--- src/cpa_pkg.sv ---
package cpa_pkg;

  localparam int NUM_PAGES = 1024;
  localparam int PAGE_W    = $clog2(NUM_PAGES);
  localparam int LEN_W     = $clog2(NUM_PAGES + 1);
  localparam int WORD_W    = LEN_W + 1;

  // request kinds
  localparam logic [1:0] REQ_INIT  = 2'd0;
  localparam logic [1:0] REQ_ALLOC = 2'd1;
  localparam logic [1:0] REQ_FREE  = 2'd2;

  // result status codes
  localparam logic [1:0] ST_DONE  = 2'd0;
  localparam logic [1:0] ST_NOFIT = 2'd1;
  localparam logic [1:0] ST_BAD   = 2'd2;

  // page pointer updates
  typedef enum logic [2:0] {
    PTR_HOLD, PTR_ZERO, PTR_BASE, PTR_PICK, PTR_END, PTR_BELOW, PTR_HDEC, PTR_INC
  } ptr_op_t;

  // write data select
  typedef enum logic [2:0] {
    WD_ZERO, WD_FREE, WD_MARK, WD_LRUN, WD_MERGE, WD_REM
  } wd_sel_t;

  // write address select
  typedef enum logic [1:0] {
    WA_PTR, WA_BASE, WA_H
  } wa_sel_t;

  typedef struct packed {
    logic       cap;
    ptr_op_t    ptr_op;
    logic       rd;
    logic       wr;
    wa_sel_t    wa;
    wd_sel_t    wd;
    logic       eval_chk;
    logic       eval_fit;
    logic       clr_flags;
    logic       tot_add;
    logic       tot_sub;
    logic       l_load;
    logic       l_add;
    logic       h_load;
    logic       resp;
    logic [1:0] code;
    logic       give_base;
  } cmd_t;

  typedef struct packed {
    logic [1:0] req_type;
    logic       n_zero;
    logic       range_bad;
    logic       n_gt_total;
    logic       end_in;
    logic       base_zero;
    logic       ptr_last;
    logic       ptr_max;
    logic       rd_free;
    logic       found;
    logic       bad_flag;
    logic       policy;
    logic       best_gt_n;
    logic       hlen_zero;
    logic       h_zero;
  } stat_t;

endpackage

--- src/cpa_ctrl.sv ---
module cpa_ctrl (
  input  logic           clk,
  input  logic           rst,
  input  logic           start,
  output logic           busy,
  input  cpa_pkg::stat_t stat,
  output cpa_pkg::cmd_t  cmd
);

  typedef enum logic [4:0] {
    CLR, IDLE, DISP, CHK, CHK_DR, CHK_DEC, MARK,
    F_END, F_END_RD, F_END_EV, F_BL, F_BL_RD, F_BL_EV, F_WALK, F_WALK_RD, F_WALK_EV,
    AS, AS_DR, AS_DEC, AW, AR
  } state_t;

  state_t state, state_next;

  // command decode and next state
  always_comb begin
    cmd        = '0;
    cmd.ptr_op = cpa_pkg::PTR_HOLD;
    cmd.wa     = cpa_pkg::WA_PTR;
    cmd.wd     = cpa_pkg::WD_ZERO;
    state_next = state;
    case (state)
      CLR: begin
        cmd.wr     = 1'b1;
        cmd.ptr_op = cpa_pkg::PTR_INC;
        if (stat.ptr_max) state_next = IDLE;
      end
      IDLE: begin
        if (start) begin
          cmd.cap    = 1'b1;
          state_next = DISP;
        end
      end
      DISP: begin
        cmd.clr_flags = 1'b1;
        if (stat.req_type == cpa_pkg::REQ_ALLOC) begin
          if (stat.n_zero || stat.n_gt_total) begin
            cmd.resp   = 1'b1;
            cmd.code   = stat.n_zero ? cpa_pkg::ST_BAD : cpa_pkg::ST_NOFIT;
            state_next = IDLE;
          end else begin
            cmd.ptr_op = cpa_pkg::PTR_ZERO;
            state_next = AS;
          end
        end else if (stat.req_type inside {cpa_pkg::REQ_INIT, cpa_pkg::REQ_FREE}
                     && !stat.n_zero && !stat.range_bad) begin
          cmd.ptr_op = cpa_pkg::PTR_BASE;
          state_next = CHK;
        end else begin
          cmd.resp   = 1'b1;
          cmd.code   = cpa_pkg::ST_BAD;
          state_next = IDLE;
        end
      end
      // range must hold no free page
      CHK: begin
        cmd.rd       = 1'b1;
        cmd.eval_chk = 1'b1;
        cmd.ptr_op   = cpa_pkg::PTR_INC;
        if (stat.ptr_last) state_next = CHK_DR;
      end
      CHK_DR: begin
        cmd.eval_chk = 1'b1;
        state_next   = CHK_DEC;
      end
      CHK_DEC: begin
        if (stat.bad_flag) begin
          cmd.resp   = 1'b1;
          cmd.code   = cpa_pkg::ST_BAD;
          state_next = IDLE;
        end else begin
          cmd.ptr_op  = cpa_pkg::PTR_BASE;
          cmd.tot_add = 1'b1;
          state_next  = MARK;
        end
      end
      MARK: begin
        cmd.wr     = 1'b1;
        cmd.wd     = cpa_pkg::WD_MARK;
        cmd.ptr_op = cpa_pkg::PTR_INC;
        if (stat.ptr_last) begin
          if (stat.req_type == cpa_pkg::REQ_INIT) begin
            cmd.resp   = 1'b1;
            cmd.code   = cpa_pkg::ST_DONE;
            state_next = IDLE;
          end else begin
            cmd.l_load = 1'b1;
            state_next = F_END;
          end
        end
      end
      // merge with the run that follows
      F_END: begin
        if (stat.end_in) begin
          cmd.ptr_op = cpa_pkg::PTR_END;
          state_next = F_END_RD;
        end else begin
          state_next = F_BL;
        end
      end
      F_END_RD: begin
        cmd.rd     = 1'b1;
        state_next = F_END_EV;
      end
      F_END_EV: begin
        if (stat.rd_free) begin
          cmd.l_add = 1'b1;
          cmd.wr    = 1'b1;
          cmd.wd    = cpa_pkg::WD_FREE;
        end
        state_next = F_BL;
      end
      // merge with the run that precedes
      F_BL: begin
        if (stat.base_zero) begin
          cmd.wr     = 1'b1;
          cmd.wa     = cpa_pkg::WA_BASE;
          cmd.wd     = cpa_pkg::WD_LRUN;
          cmd.resp   = 1'b1;
          cmd.code   = cpa_pkg::ST_DONE;
          state_next = IDLE;
        end else begin
          cmd.ptr_op = cpa_pkg::PTR_BELOW;
          state_next = F_BL_RD;
        end
      end
      F_BL_RD: begin
        cmd.rd     = 1'b1;
        state_next = F_BL_EV;
      end
      F_BL_EV: begin
        if (!stat.rd_free) begin
          cmd.wr     = 1'b1;
          cmd.wa     = cpa_pkg::WA_BASE;
          cmd.wd     = cpa_pkg::WD_LRUN;
          cmd.resp   = 1'b1;
          cmd.code   = cpa_pkg::ST_DONE;
          state_next = IDLE;
        end else begin
          cmd.h_load = 1'b1;
          state_next = F_WALK;
        end
      end
      // walk down to the head of the lower run
      F_WALK: begin
        if (stat.hlen_zero && !stat.h_zero) begin
          cmd.ptr_op = cpa_pkg::PTR_HDEC;
          state_next = F_WALK_RD;
        end else begin
          cmd.wr     = 1'b1;
          cmd.wa     = cpa_pkg::WA_H;
          cmd.wd     = cpa_pkg::WD_MERGE;
          cmd.resp   = 1'b1;
          cmd.code   = cpa_pkg::ST_DONE;
          state_next = IDLE;
        end
      end
      F_WALK_RD: begin
        cmd.rd     = 1'b1;
        state_next = F_WALK_EV;
      end
      F_WALK_EV: begin
        if (stat.rd_free) begin
          cmd.h_load = 1'b1;
          state_next = F_WALK;
        end else begin
          cmd.wr     = 1'b1;
          cmd.wa     = cpa_pkg::WA_H;
          cmd.wd     = cpa_pkg::WD_MERGE;
          cmd.resp   = 1'b1;
          cmd.code   = cpa_pkg::ST_DONE;
          state_next = IDLE;
        end
      end
      // allocation scan in address order
      AS: begin
        cmd.rd       = 1'b1;
        cmd.eval_fit = 1'b1;
        cmd.ptr_op   = cpa_pkg::PTR_INC;
        if (stat.ptr_max || (stat.found && !stat.policy)) state_next = AS_DR;
      end
      AS_DR: begin
        cmd.eval_fit = 1'b1;
        state_next   = AS_DEC;
      end
      AS_DEC: begin
        if (!stat.found) begin
          cmd.resp   = 1'b1;
          cmd.code   = cpa_pkg::ST_NOFIT;
          state_next = IDLE;
        end else begin
          cmd.ptr_op  = cpa_pkg::PTR_PICK;
          cmd.tot_sub = 1'b1;
          state_next  = AW;
        end
      end
      AW: begin
        cmd.wr     = 1'b1;
        cmd.ptr_op = cpa_pkg::PTR_INC;
        if (stat.ptr_last) state_next = AR;
      end
      AR: begin
        if (stat.best_gt_n) begin
          cmd.wr = 1'b1;
          cmd.wd = cpa_pkg::WD_REM;
        end
        cmd.resp      = 1'b1;
        cmd.code      = cpa_pkg::ST_DONE;
        cmd.give_base = 1'b1;
        state_next    = IDLE;
      end
      default: state_next = IDLE;
    endcase
  end

  // state and busy flag
  always_ff @(posedge clk) begin
    if (rst) begin
      state <= CLR;
      busy  <= 1'b1;
    end else begin
      state <= state_next;
      busy  <= (state_next != IDLE);
    end
  end

endmodule

--- config.mk ---
export PLATFORM = sky130hd
export DESIGN_NAME = cpa_ctrl
export DESIGN_NICKNAME = d
export VERILOG_FILES = /design/src/cpa_pkg.sv /design/src/cpa_ctrl.sv
export SDC_FILE = /design/constraint.sdc
export NUM_CORES = 1
export LEC_CHECK = 0
export ABC_AREA = 0
export BUFFER_PORTS_ARGS = -buffer_cell sky130_fd_sc_hd__buf_2
export CAP_MARGIN = 20
export CORE_MARGIN = 3
export CORE_UTILIZATION = 48
export CTS_CLUSTER_DIAMETER = 40
export DETAILED_ROUTE_END_ITERATION = 8
export PLACE_DENSITY = 0.76
export SYNTH_ARGS = -nofsm -noshare
export SYNTH_HDL_FRONTEND = slang
export SYNTH_SLANG_ARGS = --single-unit
--- constraint.sdc ---
create_clock -name clk -period 2.1 [get_ports clk]
set_input_delay 0.21 -clock clk [delete_from_list [all_inputs] [get_ports clk]]
set_output_delay 0.21 -clock clk [all_outputs]
set_load 0.01 [all_outputs]
==> results.yml <==
sta:
  rsz0062_at_grt: "yes"
  post-route-period-util: 0.9776
  slew_headroom: 0.7388
  timing.final.hold_violations: 0
  fin_crit_ps: 2053
  tightest_slew_ps: 391.8
  setup_viol: 0
  slew_viol_final: 0
  clock_skew_ps: 4.311
  timing.fmax_mhz: 487.1
critical_path:
  crit_type: "reg -> out"
  worst_ep_arrival_time_ps: 1840
  cp-startpoint: "state[3]"
  reg2reg_from: "state[4]"
  reg2reg_to: "busy"
  cpPeakStageDelay_ps: 400
  crit_path_end_kind: "output pin"
  required_ps: 1890
  path_max_fanout: 14
  worstRegToRegCells: 6
  endpoint: "cmd[19]"
  regToRegSetupSlack_ps: 370
  worstSetupStartpointType: "register"
  slowest_stage: "dfxtp_2"
  crit_chain: "nor2b_1, a31oi_1, a2bb2oi_2, o21ai_0, a211o_1, buf_2"
floorplanning:
  die_h_um: 52.96
  die_w_um: 52.96
  core-area_sq_mm: 0.002022
  rows: 16
  dieArea_sq_mm: 0.002805
  io_pins: 43
  initial_core_util: 0.5235
min_path:
  hold_path_class: "in -> reg"
global_route:
  first_global_vias: 1246
  grt_pass1_wl_mm: 5.637
  grt_usage: 0.2632
  grt_max_degree: 27
  overflow: 0
  antenna_found_initial: 0
place:
  portBuffers: 42
  hpwl_mm: 2.768
  place_inst: 229
  place_congestion: 0.9680
layout:
  drive_above_1_share: 0.3774
  final_cells: 239
  diodes: 0
  finish.utilization: 0.7054
  fin_nets: 233
  areaGrowthSynthToFinish_pct: 34.75
logic_synthesis:
  ys_ff_latch: 6
  yosysSeqAreaShare: 0.1135
  synth_top_area_cell: "dfxtp_1"
  synth_warnings: 0
  synth.net_count: 180
  synthTopCellsByArea: "dfxtp_1 (11%), nor2b_1 (7.1%), o21ai_0 (7.1%)"
  synth_top_cell_area_share: 0.1135
  synth_area_sq_mm: 0.001059
  postSynthAreaPerCell_sq_um: 6.575
  syn_inst: 161
  ys_types: 45
detailed_routing:
  routedWlPerCell_um: 15.46
  drt_iter0_drc: 59
  wl_mm: 3.696
  route.met3.wl_um: 393
  vias: 1433
  postRouteAntennaNets: 0
  viasPerCell: 5.996
  dr.max_layer_used: "met4"
  drt_pre_antenna_iters: 4
  wl_met1_mm: 1.471
  routed-wl-met2_mm: 1.779
  drc: 0
power:
  p_leak_nw: 0.6537
  p_per_area_mw_per_mm2: 294.5
  peakVddDrop_mv: 0.5458
clock_tree:
  htreeDepth: 1
  tritoncts: "built"
  cts_buffer_depth: 2
  clk_latency_ps: 240
  clk_pin_slew_worst_paths_ps: 40
  clock-sinks: 6
  cts_made_buffers: 3
  clockRootBuffer: "clkbuf_4"
run_status:
  status: "complete, no violations"
run:
  drv_cap: 0
-- per-layer routing --
layer / up-vias / track usage
met4: 0 / 0.02553
met5: - / 0
met3: 10 / 0.05634
met2: 100 / 0.4360
li1: 691 / -
met1: 632 / 0.3586
-- kinds of logic (layout without fill, tap and decap cells) --
group           after synthesis  after routing  synth area share
buf+inv                      20             71            0.1076
simple gates                 86             86            0.4409
flops                         6              6            0.1135
xor+xnor                      1              1          0.008276
compound gates               48             48            0.3298
-- cells in the final DEF, fill, tap and decap left out, types with 4 or more instances in the layout --
cell | netlist | layout
buf_4 | 4 | 18
nand3_1 | 4 | 4
buf_2 | 7 | 42
nand2_1 | 17 | 16
o21ai_0 | 15 | 15
nor3_1 | 4 | 4
nor2b_1 | 12 | 12
nand4_1 | 4 | 4
nor2_1 | 17 | 16
nand2b_1 | 7 | 7
a21oi_1 | 8 | 8
inv_1 | 6 | 5
-- worst min-delay path by stage --
stage               startpoint        to  slack (ps)  cells after the start
detailed placement         rst  state[3]         440                      2
floorplan                  rst  state[3]         280                      1
finish                     rst  state[2]         190                      2
global route               rst  state[2]         200                      2
global placement           rst  state[4]         450                      2
CTS                        rst  state[3]         190                      2
-- report_power, final --
part           total (mW)  switching, mW  leakage, nW  internal [mW]
clock network       0.101         0.0365       0.0138         0.0643
logic               0.193          0.107        0.589         0.0859
registers           0.126        0.00740       0.0510          0.119
total               0.420          0.151        0.654          0.269
-- final cells by class --
class | count | area [sq um]
Timing Repair Buffer | 62 | 370.4
Multi-Input combinational cell | 135 | 848.3
Tap cell | 27 | 33.78
Fill cell | 200 | 595.6
Inverter | 6 | 22.52
Sequential cell | 6 | 128.9
Clock buffer | 3 | 22.52
-- Yosys cell counts, drive strengths merged --
cell,n
a22o,1
a31oi,3
o211ai,3
nand2,17
nor3b,4
nor3,4
nand4b,1
nand3b,2
dfxtp,6
a2111oi,1
nand2b,7
o21ai,15
a211o,1
inv,6
or3b,2
or4b,1
xnor2,1
a32oi,1
nor2,17
or3,4
nor2b,12
a32o,1
a2bb2oi,2
a211oi,1
or2,1
o221a,1
o31ai,1
clkbuf,1
nor4,2
a22oi,2
and3,3
a41oi,2
and2,1
o22ai,1
o32ai,1
nand3,4
o21a,1
nand4,4
a21oi,8
buf,13
o2111ai,2
-- worst max-delay path: cells and delay by family (launching register included) --
kind	cells	cell delay, ps
AOI/OAI and AO/OA	4	890
buffers and inverters	1	140
DFF	1	400
and+or+nand+nor	1	180
-- what timing repair did --
action / in CTS / in global routing
cloned: 0 / 0
pin swaps: 2 / 7
setup buffers: 1 / 6
gates resized for setup: 1 / 11
hold buffers: 0 / 0
setup endpoints to repair: 4 / 8
-- registers in the layout (all words and copies together), names as in the netlist --
signal and count:
state 5, busy 1
-- through the flow --
stage	TNS [ps]	instance area, sq um	hold WS, ps	worst slack, ps	power, mW
6_report	0	1426	191.6	46.94	0.4201
5_1_grt	-64.54	1426	195.2	-41.80	0.4494
4_1_cts	0	1353	190.4	13.96	0.4148
3_5_place_dp	0	1321	443.5	220.8	0.3115
3_3_place_gp	0	1321	446.0	232.5	0.3078
2_1_floorplan	0	1059	279.4	357.1	0.2417
Power figures use the tool's default switching activity.
